<file path="src/hdl/crcft_pkg.sv">
`default_nettype none

package crcft_pkg;

	localparam int unsigned TailDepth = 4;
	localparam int unsigned SeenWidth = 3;

	localparam logic [7:0] TRAILER_FIRST_RESET = 8'hab;
	localparam logic [7:0] TRAILER_SECOND_RESET = 8'hcd;

	localparam logic [0:0] REG_TRAILER_FIRST = 1'b0;
	localparam logic [0:0] REG_TRAILER_SECOND = 1'b1;

	localparam logic [15:0] CRC_TOP_MASK = 16'hf000;

	localparam logic [15:0] NIB_TABLE [16] = '{
		16'h0000, 16'h1021, 16'h2042, 16'h3063, 16'h4084, 16'h50a5, 16'h60c6, 16'h70e7,
		16'h8108, 16'h9129, 16'ha14a, 16'hb16b, 16'hc18c, 16'hd1ad, 16'he1ce, 16'hf1ef
	};

	typedef struct packed {
		logic frame_ok;
		logic frame_short;
	} result_t;

	function automatic logic [15:0] nibble_step(input logic [15:0] crc, input logic [3:0] nib);
		logic [3:0] top;
		top = 4'((crc & CRC_TOP_MASK) >> 12);
		return {crc[11:0], 4'b0000} ^ NIB_TABLE[top ^ nib];
	endfunction

	function automatic logic [15:0] byte_step(input logic [15:0] crc, input logic [7:0] b);
		logic [15:0] mid;
		mid = nibble_step(crc, b[7:4]);
		return nibble_step(mid, b[3:0]);
	endfunction

endpackage

`default_nettype wire

</file>
<file path="src/hdl/crcft_frame.sv">
`default_nettype none

module crcft_frame (
	input  wire logic               clk,
	input  wire logic               arst_n,
	input  wire logic               step,
	input  wire logic [7:0]         data_byte,
	input  wire logic               last_byte,
	input  wire logic [7:0]         trailer_first,
	input  wire logic [7:0]         trailer_second,
	output crcft_pkg::result_t      result
);

	logic [15:0] crc_q;
	logic [7:0]  tail_q [crcft_pkg::TailDepth];
	logic [crcft_pkg::SeenWidth-1:0] bytes_seen_q;

	logic [15:0] crc_next;
	logic [7:0]  tail_next [crcft_pkg::TailDepth];
	logic [crcft_pkg::SeenWidth-1:0] seen_next;
	logic        body_full;

	always_comb begin
		body_full = (bytes_seen_q >= crcft_pkg::SeenWidth'(crcft_pkg::TailDepth));
		crc_next = body_full ? crcft_pkg::byte_step(crc_q, tail_q[0]) : crc_q;
		for (int i = 0; i < crcft_pkg::TailDepth - 1; i++) begin
			tail_next[i] = tail_q[i + 1];
		end
		tail_next[crcft_pkg::TailDepth - 1] = data_byte;
		seen_next = body_full ? bytes_seen_q : bytes_seen_q + 1'b1;

		result.frame_short = (seen_next < crcft_pkg::SeenWidth'(crcft_pkg::TailDepth));
		result.frame_ok = !result.frame_short
			&& (tail_next[0] == crc_next[7:0])
			&& (tail_next[1] == crc_next[15:8])
			&& (tail_next[2] == trailer_first)
			&& (tail_next[3] == trailer_second);
	end

	always_ff @(posedge clk or negedge arst_n) begin
		if (!arst_n) begin
			crc_q <= '0;
			bytes_seen_q <= '0;
			for (int i = 0; i < crcft_pkg::TailDepth; i++) begin
				tail_q[i] <= '0;
			end
		end else if (step) begin
			if (last_byte) begin
				crc_q <= '0;
				bytes_seen_q <= '0;
				for (int i = 0; i < crcft_pkg::TailDepth; i++) begin
					tail_q[i] <= '0;
				end
			end else begin
				crc_q <= crc_next;
				bytes_seen_q <= seen_next;
				tail_q <= tail_next;
			end
		end
	end

	a_seen_bounded: assert property (@(posedge clk) disable iff (!arst_n)
		bytes_seen_q <= crcft_pkg::SeenWidth'(crcft_pkg::TailDepth))
		else $error("byte count above tail depth");

	a_clear_after_last: assert property (@(posedge clk) disable iff (!arst_n)
		step && last_byte |=> bytes_seen_q == '0 && crc_q == '0)
		else $error("frame state not cleared after last byte");

	a_crc_idle_short: assert property (@(posedge clk) disable iff (!arst_n)
		bytes_seen_q < crcft_pkg::SeenWidth'(crcft_pkg::TailDepth) |-> crc_q == '0)
		else $error("crc moved before the body started");

endmodule

`default_nettype wire

</file>
<file path="src/hdl/crc16_frame_trailer_check.sv">
// CRC-16 frame trailer checker.
// Frame bytes enter on the input channel (data_byte, last_byte) under
// in_valid/in_ready, one byte per item. The CRC (polynomial 0x1021, start
// value zero, no reflection, no final XOR) runs over all bytes but the last
// four; those four must be CRC low byte, CRC high byte, trailer_first and
// trailer_second. Only the item marked last_byte gives a result on the output
// channel (frame_ok, frame_short) under out_valid/out_ready. A frame of fewer
// than four bytes reports frame_short with frame_ok low.
// An accepted item is held in the input register and its result is then
// registered in the output register, which raises out_valid. One byte is
// taken every cycle while no last byte waits on a pending result; the CRC
// update is one byte through a two-step nibble table.
// Trailer registers are written through cfg_we, cfg_index and cfg_wdata; the
// user must do so only while the block is idle, which it does not enforce.
// Reset loads 0xab and 0xcd and clears frame state. When the receiver stalls
// with a result pending, non-last bytes still go through; a last byte waits
// in the input register, and in_ready drops until the pending result is taken.
`default_nettype none

module crc16_frame_trailer_check (
	input  wire logic       clk,
	input  wire logic       arst_n,
	input  wire logic [7:0] data_byte,
	input  wire logic       last_byte,
	input  wire logic       in_valid,
	output logic            in_ready,
	output logic            frame_ok,
	output logic            frame_short,
	output logic            out_valid,
	input  wire logic       out_ready,
	input  wire logic       cfg_we,
	input  wire logic [0:0] cfg_index,
	input  wire logic [7:0] cfg_wdata
);

	logic [7:0] trailer_first_q;
	logic [7:0] trailer_second_q;

	logic       valid_s1;
	logic [7:0] data_s1;
	logic       last_s1;

	logic       out_valid_q;
	crcft_pkg::result_t result_q;
	crcft_pkg::result_t result;

	logic advance;

	assign advance = valid_s1 && (!last_s1 || !out_valid_q || out_ready);
	assign in_ready = !valid_s1 || advance;

	always_ff @(posedge clk or negedge arst_n) begin
		if (!arst_n) begin
			trailer_first_q <= crcft_pkg::TRAILER_FIRST_RESET;
			trailer_second_q <= crcft_pkg::TRAILER_SECOND_RESET;
		end else if (cfg_we) begin
			unique case (cfg_index)
				crcft_pkg::REG_TRAILER_FIRST: trailer_first_q <= cfg_wdata;
				crcft_pkg::REG_TRAILER_SECOND: trailer_second_q <= cfg_wdata;
				default: ;
			endcase
		end
	end

	always_ff @(posedge clk or negedge arst_n) begin
		if (!arst_n) begin
			valid_s1 <= 1'b0;
		end else if (in_ready) begin
			valid_s1 <= in_valid;
		end
	end

	always_ff @(posedge clk) begin
		if (in_ready && in_valid) begin
			data_s1 <= data_byte;
			last_s1 <= last_byte;
		end
	end

	crcft_frame u_frame (
		.clk            (clk),
		.arst_n         (arst_n),
		.step           (advance),
		.data_byte      (data_s1),
		.last_byte      (last_s1),
		.trailer_first  (trailer_first_q),
		.trailer_second (trailer_second_q),
		.result         (result)
	);

	always_ff @(posedge clk or negedge arst_n) begin
		if (!arst_n) begin
			out_valid_q <= 1'b0;
		end else if (advance && last_s1) begin
			out_valid_q <= 1'b1;
		end else if (out_ready) begin
			out_valid_q <= 1'b0;
		end
	end

	always_ff @(posedge clk) begin
		if (advance && last_s1) begin
			result_q <= result;
		end
	end

	assign out_valid = out_valid_q;
	assign frame_ok = result_q.frame_ok;
	assign frame_short = result_q.frame_short;

	a_no_overwrite: assert property (@(posedge clk) disable iff (!arst_n)
		out_valid_q && !out_ready |-> !(advance && last_s1))
		else $error("pending result overwritten");

	a_result_exclusive: assert property (@(posedge clk) disable iff (!arst_n)
		out_valid_q |-> !(result_q.frame_ok && result_q.frame_short))
		else $error("frame reported both good and short");

	a_last_gives_result: assert property (@(posedge clk) disable iff (!arst_n)
		advance && last_s1 |=> out_valid_q)
		else $error("last byte processed without a result");

endmodule

`default_nettype wire
</file>
<file path="config.mk">
export PLATFORM = sky130hd
export DESIGN_NAME = crc16_frame_trailer_check
export DESIGN_NICKNAME = d
export VERILOG_FILES = /design/src/hdl/crcft_pkg.sv /design/src/hdl/crcft_frame.sv /design/src/hdl/crc16_frame_trailer_check.sv
export SDC_FILE = /design/constraint.sdc
export NUM_CORES = 1
export LEC_CHECK = 0
export ABC_AREA = 1
export BUFFER_PORTS_ARGS = -buffer_cell sky130_fd_sc_hd__buf_2
export CORE_ASPECT_RATIO = 1.25
export CORE_MARGIN = 2
export CORE_UTILIZATION = 35
export DETAILED_ROUTE_END_ITERATION = 8
export PLACE_DENSITY = 0.56
export SKIP_CTS_REPAIR_TIMING = 1
export SLEW_MARGIN = 10
export SYNTH_ARGS = -nofsm -noshare
export SYNTH_HDL_FRONTEND = slang
export SYNTH_SLANG_ARGS = --single-unit
</file>
<file path="constraint.sdc">
create_clock -name clk -period 1.37 [get_ports clk]
set_input_delay 0.0685 -clock clk [delete_from_list [all_inputs] [get_ports clk]]
set_output_delay 0.0685 -clock clk [all_outputs]
set_load 0.05 [all_outputs]
</file>
# Word level (Yosys, flattened, before mapping)
# Memories as Yosys holds them, arrays and structs flattened.
# Cells that the tools add are included.
[word_totals]
input_bits = 23
romBits = 512
elab_cells = 60
reg_bits = 80
out_inout_bits = 4
n_memories = 2
[mem_list]
columns = ["memory", "words", "word_bits", "rd", "rd_clocked_by_memory_dff", "write_ports", "line", "source"]
rows = [
  ["(name not given)", 16, 16, 1, 0, 0, "crcft_pkg.sv:29", "return {crc[11:0], 4'b0000} ^ NIB_TABLE[top ^ nib];"],
  ["(name not given)", 16, 16, 1, 0, 0, "crcft_pkg.sv:29", ""],
]
[op_classes]
reduce_logical = 17
addsub = 1
n_lt_le_gt_ge = 4
bitwise = 7
n_mux = 11
n_eq_ne = 4
[ops]
columns = ["operator", "count"]
rows = [
  ["two-way mux 16 bit", 6],
  ["equality test 8 bit", 4],
  ["two-way mux 32 bit", 1],
  ["XOR 16 bit", 2],
  [">= comparator 5 bit, second input constant", 2],
  ["NOT 4 -> 5 bit", 2],
  ["XOR 4 bit", 2],
  ["logical AND 1 bit", 7],
  ["two-way mux 3 bit", 2],
  ["logical NOT 1 bit", 4],
  ["AND reduction 2 bit", 2],
  ["adder 3 x 1 -> 3 bit, second input constant", 1],
  [">= comparator 3 bit, second input constant", 1],
  ["logical OR 1 bit", 3],
  ["< comparator 3 bit, second input constant", 1],
  ["two-way mux 1 bit", 2],
  ["nonzero test 2 bit", 1],
  ["NOT 1 bit", 1],
]

# Depth between registers and ports, before layout
[depth]
depth_word = 18
depth_mapped = 14
depth_no_buf = 14

# Cells and area by module
# From an unflattened synthesis, not the netlist that was laid out.
[unflattened]
hier_cells = 499
area_unflattened_um2 = 4033.9
[by_module_without_submodules]
columns = ["module", "seq_area_each_um2", "cells_each", "n_inst", "area_each_um2"]
rows = [
  ["crcft_frame", 1276.2, 413, 1, 2980.4],
  ["crc16_frame_trailer_check", 793.3, 86, 1, 1053.5],
]

# Least setup slack after synthesis
# Ideal clock, no wire load.
[synth_path]
kind = "reg-to-reg"
start = "register out_valid_q (netlist: out_valid)"
end = "register data_s1[0], enable pin"
period_less_slack_ps = 1907
setup_ps = 280
required_time_ps = 1090
n_path_buf = 0
arrival_ps = 1627
setup_slack_ps = -537
stages_incl_launch_ff = 6
cell_sequence = "dfrtp_1 inv_1 nor2_1 nand3_1 nand2_1 inv_1"
[synth_between]
elab_chain_len = 6
[synth_lines]
columns = ["item", "line", "source"]
rows = [
  ["start, declared", "crc16_frame_trailer_check.sv:43", "logic out_valid_q;"],
  ["start signal, assigned", "crc16_frame_trailer_check.sv:93", "out_valid_q <= 1'b0;"],
  ["start signal, assigned", "crc16_frame_trailer_check.sv:95", "out_valid_q <= 1'b1;"],
  ["start signal, assigned", "crc16_frame_trailer_check.sv:97", "out_valid_q <= 1'b0;"],
  ["logical NOT 1 bit", "crc16_frame_trailer_check.sv:49", "assign advance = valid_s1 && (!last_s1 || !out_valid_q || out_ready);"],
  ["logical OR 1 bit (2 in series)", "crc16_frame_trailer_check.sv:49", ""],
  ["logical AND 1 bit", "crc16_frame_trailer_check.sv:49", ""],
  ["logical OR 1 bit", "crc16_frame_trailer_check.sv:50", "assign in_ready = !valid_s1 || advance;"],
  ["named net in_ready", "crc16_frame_trailer_check.sv:26", "output logic in_ready,"],
  ["logical AND 1 bit", "crc16_frame_trailer_check.sv:74", "if (in_ready && in_valid) begin"],
  ["end signal, assigned", "crc16_frame_trailer_check.sv:75", "data_s1 <= data_byte;"],
  ["end, declared", "crc16_frame_trailer_check.sv:40", "logic [7:0] data_s1;"],
]
# The timed path passes the listed nets, and every way through them passes these cells.
# A chain may end at the register's enable or synchronous reset.

==> flow_summary.json <==
{
  "hold_class": "input pin to register",
  "relSlewSlack_pct": 68.0,
  "gp_congestion": 0.873,
  "place_hpwl_mm": 7.23,
  "ir_worst_vdd_mv": 0.761,
  "wl_met3_um": 200,
  "violations": "negative hold slack, negative setup slack",
  "period_needed_ns": 1.81,
  "post-route-period-util_pct": 132,
  "endpoint_kind": "register",
  "synth_cell_types": 26,
  "drive_above_1_share_pct": 34.1,
  "firstDrtPassIters": 4,
  "tritoncts": "done",
  "status": "finished with violations",
  "critPathMostFrequentCell": "nand2_1",
  "ant_nets": 0,
  "placed_area_um2": 4800,
  "clk_pin_slew_ns": 0.06,
  "die_width_um": 99.4,
  "stdcell_count": 742,
  "ys_seq_elements": 80,
  "dp_cells": 704,
  "critPathSlowestCell": "dfrtp_2",
  "max_stage_delay_ns": 0.47,
  "ys.warnings.count": 0,
  "synth_top_cell_by_area": "dfrtp_1",
  "critPathMaxFanout": 3,
  "setup_viol": 7,
  "cp.arrival_ns": 2.01,
  "critPathRequiredTime_ns": 1.57,
  "slew_violations": 0,
  "setup_ws_ns": -0.439,
  "clkLatencyLatePin_ns": 0.33,
  "syn_to_final_growth_pct": 41.0,
  "io_buffers": 26,
  "met1Wirelength_mm": 4.56,
  "viasPerCell": 4.85,
  "grt.overflow.total": 0,
  "crit_path_start_kind": "register",
  "synth_nets": 518,
  "timing.fmax_mhz": 553,
  "path_class": "register to register",
  "holdWs_ns": -0.0370,
  "yosys-top-cells-area": "dfrtp_1 37%, nand2_1 15%, edfxtp_1 8.3%",
  "synth_area_um2": 3980,
  "top_layer": "met4",
  "crit_chain": "xnor2_2, nand2_2, nand3_2, nand2_1, nand2_1, nand2_1, nor2_1, nand2_1, nor2_2, nand3_1, nor2_2",
  "wirelength_mm": 10.6,
  "grt_pass1_vias": 3329,
  "drtIter0Drc": 197,
  "wl_met2_mm": 5.60,
  "drc": 0,
  "syn_area_per_cell_um2": 8.08,
  "cts_root_buf": "clkbuf_16",
  "finalInstanceArea_um2": 5620,
  "grt_max_degree": 70,
  "maxCapViolCount": 0,
  "rsz0062_at_grt": "true",
  "cts_sinks": 80,
  "synth_top_area_share_pct": 37.1,
  "cts_buffers": 9,
  "grt_use_total_pct": 17.0,
  "routedWlPerCell_um": 14.3,
  "grt_pass1_wl_mm": 16.2,
  "fin_skew_ns": 0.00477,
  "die_h_um": 123,
  "power.density_nw_per_um2": 1190,
  "antenna_found_initial": 0,
  "num_antenna_cells": 0,
  "worst-slew-pin-transition_ns": 0.479,
  "start_util_pct": 35.9,
  "htree_levels": 3,
  "vias": 3600,
  "seq_area_frac_synth_pct": 52.0,
  "clk_path_buf_depth": 2,
  "hold_violations": 5,
  "cellLeakagePower_nw": 2.60,
  "io_pins": 27,
  "core_area_um2": 11100,
  "syn_inst": 493,
  "nets": 627,
  "rows": 43,
  "die_area_um2": 12300,
  "final_util_pct": 50.7
}
path summary, 6_finish.rpt:
kind,startpoint,to,slack (ns),depth (start not counted)
max in group asynchronous,arst_n,trailer_second_q[7],0.71,3
worst max register to register,u_frame.crc_q[14],frame_ok,-0.44,11
worst min register to register,trailer_second_q[6],trailer_second_q[6],0.49,2
worst min-delay path,cfg_wdata[3],trailer_first_q[3],-0.04,3
worst max-delay path,u_frame.crc_q[14],frame_ok,-0.44,11
min in group asynchronous,arst_n,u_frame.crc_q[8],0.28,3
final cells by class:
cell class	instances	area, µm²
Clock inverter	4	45.0
Timing Repair Buffer	111	906
Inverter	75	282
Fill cell	1004	5470
Tap cell	135	169
Sequential cell	80	2080
Clock buffer	12	236
Multi-Input combinational cell	325	1900
worst max-delay path: cells and delay by family (launching register included):
family           cells  cell delay [ns]
flip-flops           1             0.47
XOR/XNOR             1             0.25
AND/OR/NAND/NOR     10             0.94
flip-flops by register name (all words and copies together) (netlist names):
signal / cells
u_frame.tail_next: 24
u_frame.crc_q: 16
data_s1: 8
trailer_first_q: 8
trailer_second_q: 8
u_frame.tail_q: 8
u_frame.bytes_seen_q: 3
frame_ok: 1
frame_short: 1
last_s1: 1
out_valid: 1
valid_s1: 1
layout by cell type (no fill, tap or decap), drive strengths merged:
cell         instances
a21boi               1
o22ai               38
nor2                24
xor2                 7
nand2              161
a21oi                3
dlygate4sd3         15
o211ai               1
nand3               42
edfxtp              11
buf                 95
inv                 74
clkbuf              13
dfstp               10
bufinv               1
ha                   2
dfrtp               59
xnor2               11
clkinv               3
nand4                1
clkinvlp             1
o21ai               34
stage by stage:
step	TNS [ns]	hold WS, ns	total power [mW]	setup slack (ns)
detailed placement	-1.08	0.128	4.17	-0.532
floorplan	-0.178	-0.227	3.61	-0.103
CTS	-1.20	-0.220	6.50	-0.543
global route	-1.66	0.00204	7.04	-0.535
global placement	-0.837	0.131	4.15	-0.492
finish	-0.848	-0.0370	6.70	-0.439
metal layers:
layer | GRT usage (%) | up-vias
met2 | 30.4 | 53
met4 | 6.51 | 0
met5 | 0 | -
met1 | 21.0 | 1725
met3 | 2.20 | 16
li1 | - | 1806
cell usage after synthesis, drive strengths merged:
| cell | n |
|---|---|
| a21boi | 1 |
| a21oi | 3 |
| buf | 1 |
| clkbuf | 12 |
| clkinv | 1 |
| dfrtp | 59 |
| dfstp | 10 |
| edfxtp | 11 |
| ha | 2 |
| inv | 74 |
| nand2 | 161 |
| nand3 | 42 |
| nand4 | 1 |
| nor2 | 24 |
| o211ai | 1 |
| o21ai | 34 |
| o22ai | 38 |
| xnor2 | 11 |
| xor2 | 7 |
where the power goes:
part           internal [mW]  switching [mW]
combinational          0.688           0.866
clock                   1.40           0.926
sequential              2.66           0.161
total                   4.75            1.95
cell families after synthesis:
group	count (synthesis)	synth area share, %
adder cells (fa/ha/maj)	2	0.628
AND/OR/NAND/NOR	228	23.4
buffers and inverters	88	8.83
AO/OA/AOI/OAI	77	11.0
XOR/XNOR	18	4.15
flip-flops	80	52.0
(Power assumes the default switching activity.)
